File: src/bhq_ram.sv
// Generic RAM: one write port, two read ports, registered read data.
// Self-contained; no package needed.
module bhq_ram #(
  parameter int WIDTH = 8,
  parameter int DEPTH = 16
) (
  input  logic                     clk,
  input  logic                     we,
  input  logic [$clog2(DEPTH)-1:0] waddr,
  input  logic [WIDTH-1:0]         wdata,
  input  logic [$clog2(DEPTH)-1:0] raddr_a,
  output logic [WIDTH-1:0]         rdata_a,
  input  logic [$clog2(DEPTH)-1:0] raddr_b,
  output logic [WIDTH-1:0]         rdata_b
);

  logic [WIDTH-1:0] mem [DEPTH];

  always_ff @(posedge clk) begin
    if (we) begin
      mem[waddr] <= wdata;
    end
    rdata_a <= mem[raddr_a];
    rdata_b <= mem[raddr_b];
  end

endmodule

File: config.mk
export PLATFORM = sky130hd
export DESIGN_NAME = bhq_ram
export DESIGN_NICKNAME = d
export VERILOG_FILES = /design/src/bhq_ram.sv
export SDC_FILE = /design/constraint.sdc
export NUM_CORES = 1
export LEC_CHECK = 0
export ABC_AREA = 0
export BUFFER_PORTS_ARGS = -buffer_cell sky130_fd_sc_hd__buf_2
export CAP_MARGIN = 5
export CORE_ASPECT_RATIO = 0.7
export CORE_MARGIN = 4
export CORE_UTILIZATION = 56
export CTS_BUF_LIST = sky130_fd_sc_hd__clkbuf_4 sky130_fd_sc_hd__clkbuf_8 sky130_fd_sc_hd__clkbuf_16
export DETAILED_ROUTE_END_ITERATION = 8
export PLACE_DENSITY = 0.74
export SYNTH_ARGS = -nofsm -noshare
export SYNTH_HDL_FRONTEND = slang
export SYNTH_SLANG_ARGS = --single-unit
File: constraint.sdc
create_clock -name clk -period 3.9 [get_ports clk]
set_clock_uncertainty 0.15 [all_clocks]
set_input_delay 0.78 -clock clk [delete_from_list [all_inputs] [get_ports clk]]
set_output_delay 0.78 -clock clk [all_outputs]
set_load 0.05 [all_outputs]
# Word level (Yosys, flattened, before mapping)
# Memories as Yosys holds them, arrays and structs flattened. A register that Yosys moved wholly into a read port is not among the register bits.
# Cells that the tools add are included.
[totals]
ff_bits = 0
mem_bits_rw = 128
word_cells = 3
memories = 1
[mem_list]
columns = ["name", "words", "word_bits", "read_ports", "rd_ports_with_merged_regs", "write_ports", "line", "text"]
rows = [
  ["mem", 16, 8, 2, 2, 1, "17", "logic [WIDTH-1:0] mem [DEPTH];"],
]
[op_classes]
mux = 2
[op_table]
columns = ["operator", "n"]
rows = [
  ["$mux 1", 2],
]

# Depth between registers and ports, before layout
[logic_depth]
depth_word = 2
ltp_mapped = 5
mapped_depth_nobuf = 3

# Worst setup path after synthesis
# No wires, ideal clock.
[synth_timing]
path_kind = "input to register"
from = "input port waddr[2]"
to = "memory mem[0][0] (enable)"
arrival_time_ns = 1.890
required_ns = 3.367
path_slack_ns = 1.477
stages = 2
path_cell_list = "or3b_2 > nor3_1"
[synth_rtl]
columns = ["item", "line", "text"]
rows = [
  ["start: declaration", "9", "input logic [$clog2(DEPTH)-1:0] waddr,"],
  ["end: declaration", "17", ""],
]
# Straight into the memory's write port.

==> impl_metrics.toml <==
[status]
status = "complete, no violations"

[logic_synthesis]
syn_area_um2 = 6346
syn_inst = 307
yosysWarnings = 0
syn_area_per_cell_um2 = 20.67
yosysTopAreaCellShare_pct = 60.57
yosysSeqAreaShare_pct = 65.62
synth_nets = 329
synth_area_leader_cell = "edfxtp_1"
ys_types = 20
synth-seq-cells = 144
synthTopCellsByArea = "edfxtp_1 61%, mux4_2 12%, mux4_1 12%"

[grt]
grt_overflow = 0
use_met1_pct = 32.75
grt_busiest_layer = "met1"
grt_antenna_before_repair = 0
grt_pass1_wl_um = 20650
grt_usage_pct = 21.95
use_met3_pct = 6.625
grt_max_degree = 33
grt_pass1_vias = 3514
globalRouteMet2Util_pct = 31.92

[floorplanning]
die_y_um = 97.07
core_um2 = 11050
ios = 38
die_w_um = 135.2
initial_core_util_pct = 57.43
placementRows = 32
die_area_um2 = 13130

[clock_network]
cts.htree.levels = 4
cts_root_buffer = "clkbuf_16"
cts_sinks = 144
clk_latency_ns = 0.42
cts-hold-fix-buffers = 0
cts_tree = "done"
clock_path_buffers = 2
post_cts_buffers = 0
path_clk_slew_ns = 0.06
ctsResizeCount = 0
cts_buffers = 17

[finish]
diodes = 0
design_area_um2 = 7232
nNetsFinal = 375
final_common_cell = "edfxtp_1"
most-common-layout-cells = "128 x edfxtp_1, 37 x buf_2, 34 x mux4_2"
drive_above_1_share_pct = 31.69
area_growth_pct = 13.96
final_cells = 519
nFillCells = 730

[sta]
final_max_slew_viol_count = 0
grt_setup_unrepaired = "false"
fmax_mhz = 402.0
setup_ws_ns = 1.412
holdWs_ns = 0.5454
tightestPinTransition_ns = 1.002
hold_violations = 0
setup_viol = 0
fin_crit_ns = 2.488
slew_headroom_pct = 32.98
min_period_over_period_pct = 63.79
finalSetupTns_ns = 0

[route]
drc = 0
wl_per_cell_um = 26.16
dr_total_vias = 3398
dr.first_iter.drc_count = 336
first_pass_iters = 7
antenna_left = 0
viasPerCell = 6.547
routed_wl_um = 13580

[setup_path]
end_kind = "register"
path_max_fanout = 26
cp-start-kind = "input pin"
worstPathRequired_ns = 4.05
cp_data_arrival_time_ns = 2.63
setup.worst_path.class = "in -> reg"

[run]
timing.max_cap.violations = 0

[placement]
place_area_um2 = 6625
portBuffers = 37
place_congestion = 0.7826
dpl.cell_count = 487
detailed_place_hpwl_um = 8744
pre_cts_ws_ns = 0.9536

[min_path]
min_path_type = "reg -> reg"

[power_and_ir_drop]
seqPwrFrac_pct = 47.3
power_frac_comb_pct = 8.4
p_sw_uw = 821.2
internal_power_mw = 2.870
swShare_pct = 22.25
p_leak_nw = 2.497
ir_drop_mv = 0.3841
powerDensity_nw_per_um2 = 510.4
clockPowerShare_pct = 44.3
==> power groups by stage <==
stage	clock network [mW]	registers (mW)	logic (mW)
global route	1.72	1.75	0.326
global placement	0	1.77	0.302
CTS	1.65	1.75	0.310
floorplan	0	1.84	0.156
detailed placement	0	1.78	0.309
finish	1.64	1.75	0.308
==> cells in the mapped netlist <==
| cell | number |
|---|---|
| nor2b_1 | 2 |
| mux4_2 | 34 |
| edfxtp_1 | 128 |
| clkdlybuf4s25_2 | 6 |
| buf_2 | 6 |
| nor3_1 | 4 |
| or3b_2 | 1 |
| nand3_1 | 1 |
| nand3b_1 | 2 |
| nand2_1 | 17 |
| nor2_1 | 14 |
| nand2b_1 | 2 |
| buf_6 | 6 |
| mux4_1 | 28 |
| a22oi_1 | 32 |
| mux4_4 | 2 |
| buf_4 | 2 |
| and2_1 | 2 |
| dfxtp_1 | 16 |
| and2b_1 | 2 |
==> path summary, 6_finish.rpt <==
kind	start	end	cells past startpoint	slack (ns)
setup / recovery	raddr_b[0]	rdata_b[5]$_DFF_P_	5	1.41
hold reg to reg	mem[14][3]$_DFFE_PP_	rdata_b[3]$_DFF_P_	3	0.55
hold / removal	mem[14][3]$_DFFE_PP_	rdata_b[3]$_DFF_P_	3	0.55
setup reg to reg	mem[2][0]$_DFFE_PP_	rdata_a[0]$_DFF_P_	3	2.30
==> layout make-up <==
class / count / area, um2 / share of cell area, %
Clock buffer: 20 / 447.9 / 6.194
Multi-Input combinational cell: 143 / 2009 / 27.79
Clock inverter: 12 / 158.9 / 2.197
Timing Repair Buffer: 47 / 260.3 / 3.599
Sequential cell: 144 / 4164 / 57.58
Tap cell: 153 / 191.4 / 2.647
==> through the flow <==
step / total power, mW / util [%]
finish: 3.691 / 65.44
global route: 3.800 / 65.44
CTS: 3.701 / 65.44
detailed placement: 2.086 / 59.95
global placement: 2.077 / 59.95
floorplan: 1.996 / -
==> logic make-up (layout without fill, tap and decap cells) <==
logic type / count (synthesis) / after routing / synth area share [%]
flip-flops: 144 / 144 / 65.62
AND/OR/NAND/NOR: 47 / 47 / 3.430
AO/OA/AOI/OAI: 32 / 32 / 3.785
multiplexers: 64 / 64 / 24.45
buffers and inverters: 20 / 79 / 2.721
==> flip-flops by register name, indices dropped and copies added, names as in the netlist <==
register  flops
rdata_b       8
rdata_a       8
mem         128
==> worst max-delay path: stages <==
cell and delay [ns]:
buf_2 0.66, buf_4 0.32, mux4_1 0.57, a22oi_1 0.22
nand2_1 0.07
==> metal layers <==
metal  share of wire [%]  vias up
met5                   0        -
met4                 1.6        0
met3                 8.7       22
met2                  48      185
met1                  42     1755
li1                    -     1436
No activity file was read; power rests on OpenSTA's default activity.
