## config.mk

```make
export PLATFORM = sky130hd
export DESIGN_NAME = bhq_cmp
export DESIGN_NICKNAME = d
export VERILOG_FILES = /design/src/bhq_pkg.sv /design/src/bhq_cmp.sv
export SDC_FILE = /design/constraint.sdc
export NUM_CORES = 1
export LEC_CHECK = 0
export BUFFER_PORTS_ARGS = -buffer_cell sky130_fd_sc_hd__buf_2
export CAP_MARGIN = 25
export CORE_ASPECT_RATIO = 1.75
export CORE_MARGIN = 8
export CORE_UTILIZATION = 40
export DETAILED_ROUTE_END_ITERATION = 6
export GPL_ROUTABILITY_DRIVEN = 0
export PLACE_DENSITY = 0.73
export SYNTH_ARGS = -nofsm -noshare
export SYNTH_HDL_FRONTEND = slang
export SYNTH_SLANG_ARGS = --single-unit
```

## constraint.sdc

```tcl
create_clock -name vclk -period 4.5
set_input_delay 0.225 -clock vclk [all_inputs]
set_output_delay 0.225 -clock vclk [all_outputs]
set_load 0.05 [all_outputs]
```

## src/bhq_pkg.sv

```systemverilog
// Package for the binary min-heap queue: sizes, entry type, status codes,
// sequencer states. Used by the top level and bhq_cmp; depends on nothing.
package bhq_pkg;

  localparam int CAPACITY = 1024;
  localparam int ADDR_W   = $clog2(CAPACITY);
  localparam int CNT_W    = $clog2(CAPACITY + 1);
  localparam int CHILD_W  = ADDR_W + 2;
  localparam int ID_W     = 16;
  localparam int KEY_W    = 32;
  localparam int OCC_W    = 11;

  localparam logic FUNC_PUSH = 1'b0;
  localparam logic FUNC_POP  = 1'b1;

  typedef struct packed {
    logic [ID_W-1:0]  id;
    logic [KEY_W-1:0] key;
  } entry_t;

  localparam int ENTRY_W = $bits(entry_t);

  typedef enum logic [1:0] {
    ST_OK    = 2'd0,
    ST_EMPTY = 2'd1,
    ST_FULL  = 2'd2
  } status_t;

  typedef enum logic [2:0] {
    S_IDLE,
    S_UP_RD,
    S_UP_CMP,
    S_POP_LD,
    S_DN_RD,
    S_DN_CMP
  } state_t;

  // Compare unit request and answer
  typedef struct packed {
    logic             down;
    logic [KEY_W-1:0] item_key;
    logic [KEY_W-1:0] key_a;
    logic [KEY_W-1:0] key_b;
    logic             a_ok;
    logic             b_ok;
  } cmp_req_t;

  typedef struct packed {
    logic move;
    logic pick_b;
  } cmp_res_t;

endpackage

```

## src/bhq_cmp.sv

```systemverilog
// Shared key compare unit for sift-up and sift-down decisions.
// Depends on bhq_pkg.
module bhq_cmp (
  input  bhq_pkg::cmp_req_t req,
  output bhq_pkg::cmp_res_t res
);
  import bhq_pkg::*;

  logic             take_a;
  logic [KEY_W-1:0] best_key;
  logic             take_b;

  always_comb begin
    // Sift-down: left child wins ties, so the right child must be strictly smaller.
    take_a   = req.a_ok && (req.key_a < req.item_key);
    best_key = take_a ? req.key_a : req.item_key;
    take_b   = req.b_ok && (req.key_b < best_key);
    if (req.down) begin
      res.move   = take_a || take_b;
      res.pick_b = take_b;
    end else begin
      // Sift-up: move the parent down while its key is strictly greater.
      res.move   = req.key_a > req.item_key;
      res.pick_b = 1'b0;
    end
  end

endmodule
```

After elaboration in Yosys (flattened, before gate mapping)
Index checks and enable logic that the tools add are counted. W data, S select, Z words.

Mux-type cells: 2. Reductions and logical operators: 3. Magnitude comparators: 3.

Operators by type and width (count): $lt A32 B32 Y1 (2); $gt A32 B32 Y1 (1); $mux W32 (1); $logic_and A1 B1 Y1 (2); $mux W2 (1); $logic_or A1 B1 Y1 (1).

Register bits after elaboration: 0. Output and inout bits: 2.

Longest topological paths before layout
Depth after elaboration: 7. Mapped depth: 18. Mapped depth without buffers: 17.

Worst setup path after synthesis
OpenSTA, ideal clock, no wires.

Path type: input to output. Start point: in req[79] in the netlist's numbering. End point: out res[1] in the netlist's numbering. Stages on the path: 17. Slack: 0.578 ns. Required time: 4.275 ns. Arrival: 3.697 ns. Cells stage by stage: inv_1 ha_1 a21o_1 a21o_1 a221o_1 o31a_1 nor3_4 buf_2 a21oi_1 ha_1 nand4_1 nor3_1 o21ai_0 a31oi_1 and4b_1 o311ai_1 nand4_1.

RTL lines: start: declaration (RTL line bhq_cmp.sv:4) `input bhq_pkg::cmp_req_t req,`; end: declaration (RTL line bhq_cmp.sv:5) `output bhq_pkg::cmp_res_t res`.

==> results.txt <==
run status -> completed
drt total wl -> 5908 µm
fraction of layout cells with a size suffix above 1 -> 28.18%
Vias -> 2244
fin cells -> 420
largest net degree at the start of global routing -> 43
antenna violations before repair -> 0
drt initial violations -> 79
most frequent cells in the layout -> 101 x buf_2, 63 x ha_1, 52 x a21oi_1, 40 x nor2_1, 32 x inv_1
post-route cell area -> 0.002399 mm²
period utilization -> 93.83%
CTS Hold Bufs -> 0
DR WL/cell -> 14.07 µm
Worst VDD drop -> 83.80 µV
hold path endpoint -> res[1]
HP Class -> in2out
DP Area -> 0.002395 mm²
post-CTS resize count -> 0
library cells used by synthesis -> 27
P_leak -> 1.395 nW
Min Hold Slack -> 955.2 ps
Seq/Total Area, Yosys -> 0%
Req. time, crit path -> 4280 ps
cell area power density -> 109.2 mW/mm²
IO Port Bufs -> 101
max-cap violation count -> 0
Gate Count Post-Synth -> 272
Setup WS post-layout -> 277.8 ps
Hold Crit Depth -> 4
Slew @ Worst Pin -> 422.0 ps
Crit Path Class -> in2out
Antenna Violating Nets Remaining -> 0
initial core utilization -> 41.79%
die width -> 67.28 µm
final total power -> 0.2620 mW
Boundary Pins -> 101
vias in the first global route -> 2370
Detailed Place HPWL -> 5455 µm
die height -> 105.7 µm
DIE AREA -> 0.007113 mm²
TNS Setup -> 0 ps
diode count -> 0
Setup Viol. Count Final -> 0
drc violations -> 0
endpoint type of the worst setup path -> output pin
yosys warns -> 0
fin util -> 54.46%
post-layout minimum cycle time -> 4222 ps
total global routing overflow -> 0
global-route wire length before repair -> 9742 µm
Via-to-Cell Ratio -> 5.343
Tot GR Track Use -> 16.34%
CP max FO -> 42
row count -> 32
placed cells -> 420
commonest non-fill, non-tap cell in the layout -> buf_2
crit start category -> input port
1st-pass router iterations -> 4
pre-CTS setup slack -> 243.1 ps
Critical Path AT -> 4000 ps
maximum operating frequency -> 236.8 MHz
FILL cells -> 467
Setup Fix Bufs, Post-CTS -> 0
cell area after synthesis -> 0.001841 mm²
Seq cells -> 0
Avg Cell Area, Syn -> 6.767 µm²
CLK BUF -> 0
RSZ-0062 raised after global routing -> false
Rel. slew slack -> 71.60%
Slew Limit Fails -> 0
final net count -> 533
Fin. Hold Viols -> 0
Core Footprint -> 0.004404 mm²
storage element area -> 0 µm²
Area growth, synth to finish -> 30.32%
min-delay src -> req[98]
Syn Nets -> 434
area of the multi-input gates -> 0.001690 mm²
-- cell usage after synthesis --
cell      instances  area [µm²]
or4b_1            1       10.01
and4_1            2       17.52
and4b_1           1       10.01
nand2_1          14       52.55
o311ai_1          1       8.760
buf_2             6       30.03
nor3_1            2       10.01
nor2b_1           1       6.260
nand4_1           9       56.30
nor3_4            1       16.27
nor2_1           40       150.1
a211oi_1          4       30.03
nand2b_1          2       12.51
nand4b_1          1       8.760
a31oi_1           2       12.51
nand3b_1          2       15.01
a21oi_1          52       260.3
o211ai_1          2       15.01
o21ai_0          10       50.05
o31a_1            1       8.760
a221o_1           1       10.01
ha_1             63       788.3
nor4_1            3       18.77
nand3_1           8       40.04
a21o_1           10       75.07
inv_1            32       120.1
a21boi_0          1       7.510
-- how the worst max path moves through the flow --
stage,startpoint,to,slack [ps]
global route,req[41],res[1],10
global placement,req[47],res[1],360
CTS,req[79],res[1],230
detailed placement,req[39],res[1],240
floorplan,req[79],res[1],580
finish,req[39],res[1],280
-- final cells by class --
type	count	area share, %
inverter	32	5.008
multi-input combinational	234	70.47
tap	51	2.660
timing repair buffer	103	21.86
-- critical path, stage by stage --
cell and delay (ps):
buf_2 110, ha_1 290, a21oi_1 140, o21ai_0 150, a221o_1 380, o31a_1 300
nor3_4 200, buf_6 300, nor2_1 70, a21oi_1 180, ha_1 280, nand4_1 120
nor3_1 60, nor4_1 400, and4b_1 260, o311ai_1 120, nand4_1 130, buf_2 270
-- routing by layer --
| layer | GRT usage [%] | share of wire (%) | vias to the layer above |
|---|---|---|---|
| met2 | 33.68 | 55 | 68 |
| met1 | 16.62 | 36 | 985 |
| met4 | 1.955 | 1.4 | 0 |
| li1 | - | - | 1185 |
| met3 | 1.485 | 7.1 | 6 |
| met5 | 0 | 0 | - |
-- logic make-up (layout without fill, tap and decap cells) --
group	after synthesis	count (layout)	share of synthesized area [%]
AOI/OAI and AO/OA	84	84	25.97
adders and majority gates	63	63	42.83
buffers and inverters	38	135	8.158
and+or+nand+nor	87	87	23.05
-- report_power, final --
| group | total [mW] | internal (mW) | switching, mW | leakage, nW |
|---|---|---|---|---|
| Sequential | 0 | 0 | 0 | 0 |
| Clock | 0 | 0 | 0 | 0 |
| Combinational | 0.262 | 0.117 | 0.145 | 1.39 |
| Total | 0.262 | 0.117 | 0.145 | 1.39 |
No activity file was read; power rests on OpenSTA's default activity.
